$ cat src/hw/rtl/spq_pkg.sv
`default_nettype none
// ----------------------------------------------------------------------------
// spq_pkg : shared types and codes for the stable priority queue
// Command and status codes, datapath operation codes and the command and
// status bundles that join the controller to the datapath.
// ----------------------------------------------------------------------------
package spq_pkg;

	localparam int CAPACITY = 16;
	localparam int WORD_W   = 32;

	// input commands
	localparam logic [1:0] CMD_ENQ  = 2'd0;
	localparam logic [1:0] CMD_DEQ  = 2'd1;
	localparam logic [1:0] CMD_DISP = 2'd2;
	localparam logic [1:0] CMD_NONE = 2'd3;

	// result status
	localparam logic [1:0] ST_OK        = 2'd0;
	localparam logic [1:0] ST_UNDERFLOW = 2'd1;
	localparam logic [1:0] ST_OVERFLOW  = 2'd2;
	localparam logic [1:0] ST_EMPTY     = 2'd3;

	typedef enum logic [1:0] {
		DP_HOLD,
		DP_INSERT,
		DP_REMOVE,
		DP_ROTATE
	} dp_op_t;

	typedef struct packed {
		dp_op_t      op;
		logic        disp_start;
		logic        load;
		logic [1:0]  status;
		logic        front;
		logic        last;
	} dp_cmd_t;

	typedef struct packed {
		logic empty;
		logic full;
		logic disp_final;
	} dp_stat_t;

endpackage : spq_pkg
`default_nettype wire

$ cat src/hw/rtl/stable_priority_queue.sv
`default_nettype none
// ----------------------------------------------------------------------------
// stable_priority_queue : sorted priority queue, lowest rank first
// Top level: controller and datapath with the interface checks.
// ----------------------------------------------------------------------------
// Holds up to Capacity entries kept in ascending signed rank, equal ranks in
// arrival order. Enqueue and dequeue each work in a row of entry cells that
// compare and shift in parallel, and give one result (ok, overflow or
// underflow). Display streams every entry front to back, one transfer per
// cycle while the output is not stalled, by rotating the ring of occupied
// cells through the front cell (a single result with status empty when there
// are none); no command is taken meanwhile. A single output register sits
// between the sides, so a new command is taken while a result waits as long
// as the output stage can be refilled. Command code three is dropped without
// a result. No clearing pass is needed after reset.
module stable_priority_queue #(
	parameter int Capacity = spq_pkg::CAPACITY
) (
	input  wire logic               clk,
	input  wire logic               arst_n,
	input  wire logic               in_valid,
	output logic                    in_stall,
	input  wire logic [1:0]         cmd,
	input  wire logic signed [31:0] item_value,
	input  wire logic signed [31:0] item_rank,
	output logic                    out_valid,
	input  wire logic               out_stall,
	output logic [1:0]              status,
	output logic signed [31:0]      out_value,
	output logic signed [31:0]      out_rank,
	output logic                    last
);
	import spq_pkg::*;

	dp_cmd_t  ctl;
	dp_stat_t stat;

	spq_ctrl u_ctrl (
		.clk       (clk),
		.arst_n    (arst_n),
		.in_valid  (in_valid),
		.in_stall  (in_stall),
		.cmd       (cmd),
		.out_valid (out_valid),
		.out_stall (out_stall),
		.ctl       (ctl),
		.stat      (stat)
	);

	spq_dp #(
		.Capacity (Capacity)
	) u_dp (
		.clk        (clk),
		.arst_n     (arst_n),
		.ctl        (ctl),
		.stat       (stat),
		.item_value (item_value),
		.item_rank  (item_rank),
		.status     (status),
		.out_value  (out_value),
		.out_rank   (out_rank),
		.last       (last)
	);

	// error and empty results always close their command
	a_status_last : assert property (@(posedge clk) disable iff (!arst_n)
		out_valid && (status != ST_OK) |-> last)
		else $error("non-ok result without last");

	// enqueue and dequeue deliver their result in the next cycle
	a_single_result : assert property (@(posedge clk) disable iff (!arst_n)
		in_valid && !in_stall && ((cmd == CMD_ENQ) || (cmd == CMD_DEQ))
		|=> out_valid && last)
		else $error("enqueue or dequeue result missing");

	// a display of an empty store gives the empty status and closes the command
	a_empty_display : assert property (@(posedge clk) disable iff (!arst_n)
		in_valid && !in_stall && (cmd == CMD_DISP) && stat.empty
		|=> out_valid && (status == ST_EMPTY) && last)
		else $error("empty display result missing");

	a_full_not_empty : assert property (@(posedge clk) disable iff (!arst_n)
		stat.full |-> !stat.empty)
		else $error("store flagged full and empty");

endmodule : stable_priority_queue
`default_nettype wire

$ cat src/hw/rtl/spq_ctrl.sv
`default_nettype none
// ----------------------------------------------------------------------------
// spq_ctrl : queue controller
// Decodes accepted commands, sequences the display stream and owns the
// output valid flag and both handshakes.
// ----------------------------------------------------------------------------
module spq_ctrl (
	input  wire logic             clk,
	input  wire logic             arst_n,
	input  wire logic             in_valid,
	output logic                  in_stall,
	input  wire logic [1:0]       cmd,
	output logic                  out_valid,
	input  wire logic             out_stall,
	output spq_pkg::dp_cmd_t      ctl,
	input  wire spq_pkg::dp_stat_t stat
);
	import spq_pkg::*;

	localparam logic S_IDLE = 1'b0;
	localparam logic S_DISP = 1'b1;

	logic    state_q;
	logic    state_d;
	logic    out_valid_q;
	logic    can_load;
	logic    accept;

	assign can_load  = !out_valid_q || !out_stall;
	assign in_stall  = (state_q != S_IDLE) || !can_load;
	assign accept    = in_valid && !in_stall;
	assign out_valid = out_valid_q;

	always_comb begin
		ctl        = '0;
		ctl.op     = DP_HOLD;
		ctl.status = ST_OK;
		state_d    = state_q;
		unique case (state_q)
			S_IDLE: begin
				if (accept) begin
					unique case (cmd)
						CMD_ENQ: begin
							ctl.load = 1'b1;
							ctl.last = 1'b1;
							if (stat.full) begin
								ctl.status = ST_OVERFLOW;
							end else begin
								ctl.op = DP_INSERT;
							end
						end
						CMD_DEQ: begin
							ctl.load = 1'b1;
							ctl.last = 1'b1;
							if (stat.empty) begin
								ctl.status = ST_UNDERFLOW;
							end else begin
								ctl.op    = DP_REMOVE;
								ctl.front = 1'b1;
							end
						end
						CMD_DISP: begin
							if (stat.empty) begin
								ctl.load   = 1'b1;
								ctl.last   = 1'b1;
								ctl.status = ST_EMPTY;
							end else begin
								ctl.disp_start = 1'b1;
								state_d        = S_DISP;
							end
						end
						default: begin
							// unused code: drop the command
						end
					endcase
				end
			end
			S_DISP: begin
				// one entry per transfer, rotating the store back to its order
				if (can_load) begin
					ctl.op    = DP_ROTATE;
					ctl.load  = 1'b1;
					ctl.front = 1'b1;
					ctl.last  = stat.disp_final;
					if (stat.disp_final) begin
						state_d = S_IDLE;
					end
				end
			end
			default: begin
				state_d = S_IDLE;
			end
		endcase
	end

	always_ff @(posedge clk or negedge arst_n) begin
		if (!arst_n) begin
			state_q     <= S_IDLE;
			out_valid_q <= 1'b0;
		end else begin
			state_q <= state_d;
			if (ctl.load) begin
				out_valid_q <= 1'b1;
			end else if (!out_stall) begin
				out_valid_q <= 1'b0;
			end
		end
	end

endmodule : spq_ctrl
`default_nettype wire

$ cat src/hw/rtl/spq_dp.sv
`default_nettype none
// ----------------------------------------------------------------------------
// spq_dp : queue datapath
// A row of sorted entry cells that insert, shift out or rotate in parallel,
// the occupancy and display counters, and the output register.
// ----------------------------------------------------------------------------
module spq_dp #(
	parameter int Capacity = spq_pkg::CAPACITY
) (
	input  wire logic                       clk,
	input  wire logic                       arst_n,
	input  wire spq_pkg::dp_cmd_t           ctl,
	output spq_pkg::dp_stat_t               stat,
	input  wire logic signed [31:0]         item_value,
	input  wire logic signed [31:0]         item_rank,
	output logic [1:0]                      status,
	output logic signed [31:0]              out_value,
	output logic signed [31:0]              out_rank,
	output logic                            last
);
	import spq_pkg::*;

	localparam int OccW = $clog2(Capacity + 1);

	logic signed [WORD_W-1:0] val_q  [Capacity];
	logic signed [WORD_W-1:0] rank_q [Capacity];
	logic [OccW-1:0]          occ_q;
	logic [OccW-1:0]          left_q;
	logic [Capacity-1:0]      gt;

	logic [1:0]               status_q;
	logic signed [WORD_W-1:0] value_q;
	logic signed [WORD_W-1:0] orank_q;
	logic                     last_q;

	for (genvar g = 0; g < Capacity; g++) begin : g_cell
		logic signed [WORD_W-1:0] up_v;
		logic signed [WORD_W-1:0] up_r;
		logic signed [WORD_W-1:0] dn_v;
		logic signed [WORD_W-1:0] dn_r;
		logic                     in_use;
		logic                     first_gt;

		// empty slots count as holding a higher rank
		assign in_use = OccW'(g) < occ_q;
		assign gt[g]  = !in_use || (item_rank < rank_q[g]);

		if (g == 0) begin : g_head
			assign up_v     = item_value;
			assign up_r     = item_rank;
			assign first_gt = gt[g];
		end else begin : g_body
			assign up_v     = val_q[g-1];
			assign up_r     = rank_q[g-1];
			assign first_gt = gt[g] && !gt[g-1];
		end

		// neighbour behind, or the front entry when this is the tail of the ring
		if (g == Capacity - 1) begin : g_tail
			assign dn_v = val_q[0];
			assign dn_r = rank_q[0];
		end else begin : g_mid
			assign dn_v = (OccW'(g + 1) >= occ_q) ? val_q[0]  : val_q[g+1];
			assign dn_r = (OccW'(g + 1) >= occ_q) ? rank_q[0] : rank_q[g+1];
		end

		always_ff @(posedge clk) begin
			case (ctl.op)
				DP_INSERT: begin
					if (gt[g]) begin
						val_q[g]  <= first_gt ? item_value : up_v;
						rank_q[g] <= first_gt ? item_rank  : up_r;
					end
				end
				DP_REMOVE, DP_ROTATE: begin
					val_q[g]  <= dn_v;
					rank_q[g] <= dn_r;
				end
				default: begin
				end
			endcase
		end
	end

	always_ff @(posedge clk or negedge arst_n) begin
		if (!arst_n) begin
			occ_q  <= '0;
			left_q <= '0;
		end else begin
			if (ctl.op == DP_INSERT) begin
				occ_q <= occ_q + OccW'(1);
			end else if (ctl.op == DP_REMOVE) begin
				occ_q <= occ_q - OccW'(1);
			end
			if (ctl.disp_start) begin
				left_q <= occ_q;
			end else if (ctl.op == DP_ROTATE) begin
				left_q <= left_q - OccW'(1);
			end
		end
	end

	always_ff @(posedge clk) begin
		if (ctl.load) begin
			status_q <= ctl.status;
			value_q  <= ctl.front ? val_q[0]  : '0;
			orank_q  <= ctl.front ? rank_q[0] : '0;
			last_q   <= ctl.last;
		end
	end

	assign stat.empty      = (occ_q == '0);
	assign stat.full       = (occ_q == OccW'(Capacity));
	assign stat.disp_final = (left_q == OccW'(1));

	assign status    = status_q;
	assign out_value = value_q;
	assign out_rank  = orank_q;
	assign last      = last_q;

endmodule : spq_dp
`default_nettype wire

$ cat config.mk
export PLATFORM = sky130hd
export DESIGN_NAME = stable_priority_queue
export DESIGN_NICKNAME = d
export VERILOG_FILES = /design/src/hw/rtl/spq_pkg.sv /design/src/hw/rtl/stable_priority_queue.sv /design/src/hw/rtl/spq_ctrl.sv /design/src/hw/rtl/spq_dp.sv
export SDC_FILE = /design/constraint.sdc
export NUM_CORES = 2
export LEC_CHECK = 0
export BUFFER_PORTS_ARGS = -buffer_cell sky130_fd_sc_hd__buf_2
export CELL_PAD_IN_SITES_DETAIL_PLACEMENT = 1
export CELL_PAD_IN_SITES_GLOBAL_PLACEMENT = 2
export CORE_AREA = 2 2 459 461
export DETAILED_ROUTE_END_ITERATION = 10
export DIE_AREA = 0 0 461 463
export PLACE_DENSITY_LB_ADDON = 0.1
export SLEW_MARGIN = 5
export SYNTH_ARGS = -nofsm -noshare
export SYNTH_HDL_FRONTEND = slang
export SYNTH_SLANG_ARGS = --single-unit
$ cat constraint.sdc
create_clock -name clk -period 7.2 [get_ports clk]
set_clock_uncertainty 0.2 [all_clocks]
set_input_delay 2.16 -clock clk [delete_from_list [all_inputs] [get_ports clk]]
set_output_delay 2.16 -clock clk [all_outputs]
set_load 0.02 [all_outputs]
==> results by group <==
Logic synthesis
  • Post-synthesis sequential area ratio: about two fifths
  • Post-Syn Nets: 8812
  • Yosys cell types: 67
  • Mapped Area: 78890 µm²
  • Synth top cells by count: edfxtp_1 (1091), a211oi_1 (1074), nand2_1 (676), clkbuf_1 (652), nor3_1 (531)
  • Post-synthesis area per instance: 9.579 µm²
  • Fraction of registers with async set or reset after synthesis: roughly 1.1%
  • Ys Warns: 0
  • Leading area contributor after synthesis: edfxtp_1
  • Top-count cell post-synth: edfxtp_1
  • Post-synth EDFFs: between 1000 and 1500
  • Gate Count Post-Synth: 8236
  • Synth top area share: around two fifths
  • Synth area leaders: edfxtp_1 (42%), a211oi_1 (10%), ha_1 (8.0%)
  • Synth Register Bits: 1103
  • Ys flop type: edfxtp_1

STA
  • Post-route setup TNS: 0 ns
  • Final period util: approximately 88%
  • Period minus WS final: about 6.3 ns
  • Worst-margin pin slew: about 1.4 ns
  • Final hold vios: 0
  • Slew Viols, Final: 0
  • Fmax: between 150 and 200 MHz
  • Slew HR: under 10%
  • Setup violators final: 0
  • Final worst slack: a little under 0.9 ns
  • Unrepaired setup endpoints after global routing: false

Drt
  • Drt first pass iters: 5
  • Iter 0 DRT Violations: a little under 8000
  • WL final: about 380000 µm
  • Routed len/inst: ~35 µm
  • DRC Markers: 0
  • Vias/cell: ~6.7
  • Via Count: between 70000 and 80000
  • Post-DRT Antenna Nets: 0

Layout
  • Post-route non-filler standard cell count: 10840
  • Final Cell Area: 88100 µm²
  • Fin nets: around 8500
  • Share of cells above drive strength 1: between 10% and 20%
  • Layout area overhead: 11.68%

Worst setup path
  • CP max FO: 48
  • Critical Path End Type: register
  • CP Launch Type: input pin
  • Data required time of the worst path: between 7 and 8 ns
  • Arr. time, crit path: 6.77 ns
  • CP Class: in2reg

Placed design
  • Placed cells: ~11000
  • Post-DP Area: between 80000 and 90000 µm²
  • Gp weighted congestion: 0.9087
  • DPL Wire Length: approximately 240000 µm
  • Pre-CTS setup slack: approximately 0.029 ns
  • Number of port buffers: between 100 and 150

Clocking
  • Longest Clk Path Bufs: 3
  • Postcts setup bufs: 0
  • Clock insertion delay at the later pin of the skew report: 0.84 ns
  • Clk root buf: clkbuf_16
  • Reg clk slew, reported paths: around 0.06 ns
  • Post-CTS sizing: 0
  • H-tree depth: 4
  • CTS sink count: 1103
  • Hold buffers post-CTS: 0
  • TritonCTS clock tree: yes
  • CTS Buf Count: around 150

Die
  • Die height: between 400 and 500 µm
  • Core area: ~210000 µm²
  • FP Rows: 168
  • Die Wd: 461 µm
  • DIE AREA: 213400 µm²
  • Initial Utilization: about 38%
  • Number of I/O pins: approximately 140

Global routing
  • Largest net degree at the start of global routing: between 150 and 200
  • First-pass GRT wire length: 541300 µm
  • Total global-route track usage: 34.44%
  • Initial antenna violation count: 15
  • Vias in the first global route: around 74000
  • Total gr overflow: 0

Run status
  • Outcome: completed

Run
  • Max cap viols: 0

Min path
  • HP Class: reg2reg
-- routing by layer --
layer | track usage (%) | vias to the layer above | wire length, µm
li1 | - | 30950 | -
met1 | 47.37 | 37830 | 163700
met2 | 54.24 | 3274 | 171100
met3 | 4.935 | 680 | 26680
met4 | 13.83 | 6 | 15950
met5 | 0.2036 | - | 92
-- cell families (layout without fill, tap and decap cells) --
group	count (synthesis)	in the layout	share of synthesized area [%]
other	0	4	0
DFF	1103	1103	41.91
muxes	507	507	6.509
and+or+nand+nor	2241	2241	13.31
xor gates and xnor gates	12	12	0.1332
AOI/OAI and AO/OA	2463	2463	23.09
adders and majority gates	506	506	8.025
buffers and inverters	1404	1194	7.020
-- state kept, by name, indices dropped and copies added (netlist names) --
name              cells
u_ctrl.out_valid      1
u_ctrl.state_q        1
u_dp.last             1
u_dp.left_q           5
u_dp.occ_q            5
u_dp.out_rank        32
u_dp.out_value       32
u_dp.rank_q         512
u_dp.status           2
u_dp.val_q          512
-- final timing paths --
path                                    startpoint            endpoint  cells after the start  slack, ns
worst max-delay path                  item_rank[1]  u_dp.rank_q[12][6]                     11       0.87
worst min-delay path              u_dp.val_q[1][0]    u_dp.val_q[0][0]                      2       0.35
worst max register to register  u_dp.rank_q[0][19]   u_dp.val_q[1][15]                     11       1.65
worst min register to register    u_dp.val_q[1][0]    u_dp.val_q[0][0]                      2       0.35
max in group asynchronous                   arst_n       u_dp.occ_q[4]                      1       5.41
min in group asynchronous                   arst_n    u_ctrl.out_valid                      1       1.05
-- layout by cell type (no fill, tap or decap), types with 11 or more instances in the layout --
cell and n:
a211oi_1 1074, a211oi_2 61, a21o_1 34, a21oi_1 331, a221o_1 12, a221oi_1 79, a31oi_1 69, and2_1 37
and4_1 25, buf_12 118, buf_2 138, buf_4 170, clkbuf_1 40, clkbuf_16 150, clkinv_1 39, clkinv_2 14
dfrtp_1 11, edfxtp_1 1091, ha_1 504, inv_1 509, mux2_2 35, mux2i_1 453, nand2_1 659, nand2_4 17
nand2b_1 36, nand3_1 312, nand4_1 48, nor2_1 366, nor2_4 12, nor2b_1 31, nor3_1 531, nor3b_1 66
o211ai_1 204, o21a_1 69, o21ai_0 197, o221a_2 60, o221ai_1 32, o311a_1 129, o31a_1 65, or3_1 65
-- area by class of cell --
type / count / area, µm²
Antenna cell: 4 / 10.01
Clock buffer: 193 / 3945
Clock inverter: 65 / 409.1
Fill cell: 23160 / 120400
Inverter: 510 / 1914
Multi-Input combinational cell: 5729 / 40920
Sequential cell: 1103 / 33070
Tap cell: 2805 / 3510
Timing Repair Buffer: 426 / 4329
-- stage by stage --
stage          hold slack [ns]  utilization (%)
2_1_floorplan           0.3159                -
3_3_place_gp            0.3355            40.15
3_5_place_dp            0.3389            40.16
4_1_cts                 0.3517            42.25
5_1_grt                 0.3834            42.25
6_report                0.3524            42.25
-- worst max-delay path, stage by stage --
cell and delay (ns):
buf_2 0.46, ha_1 0.24, nand2_1 0.05, o21ai_0 0.42, a21oi_1 0.33, o41ai_1 1.10
a21oi_1 0.39, mux2_8 0.68, buf_4 0.47, a211oi_1 0.14, a211oi_1 0.25
Power is not shown: default switching activity piles up to over one toggle a cycle in this logic, so the estimate is an artifact.
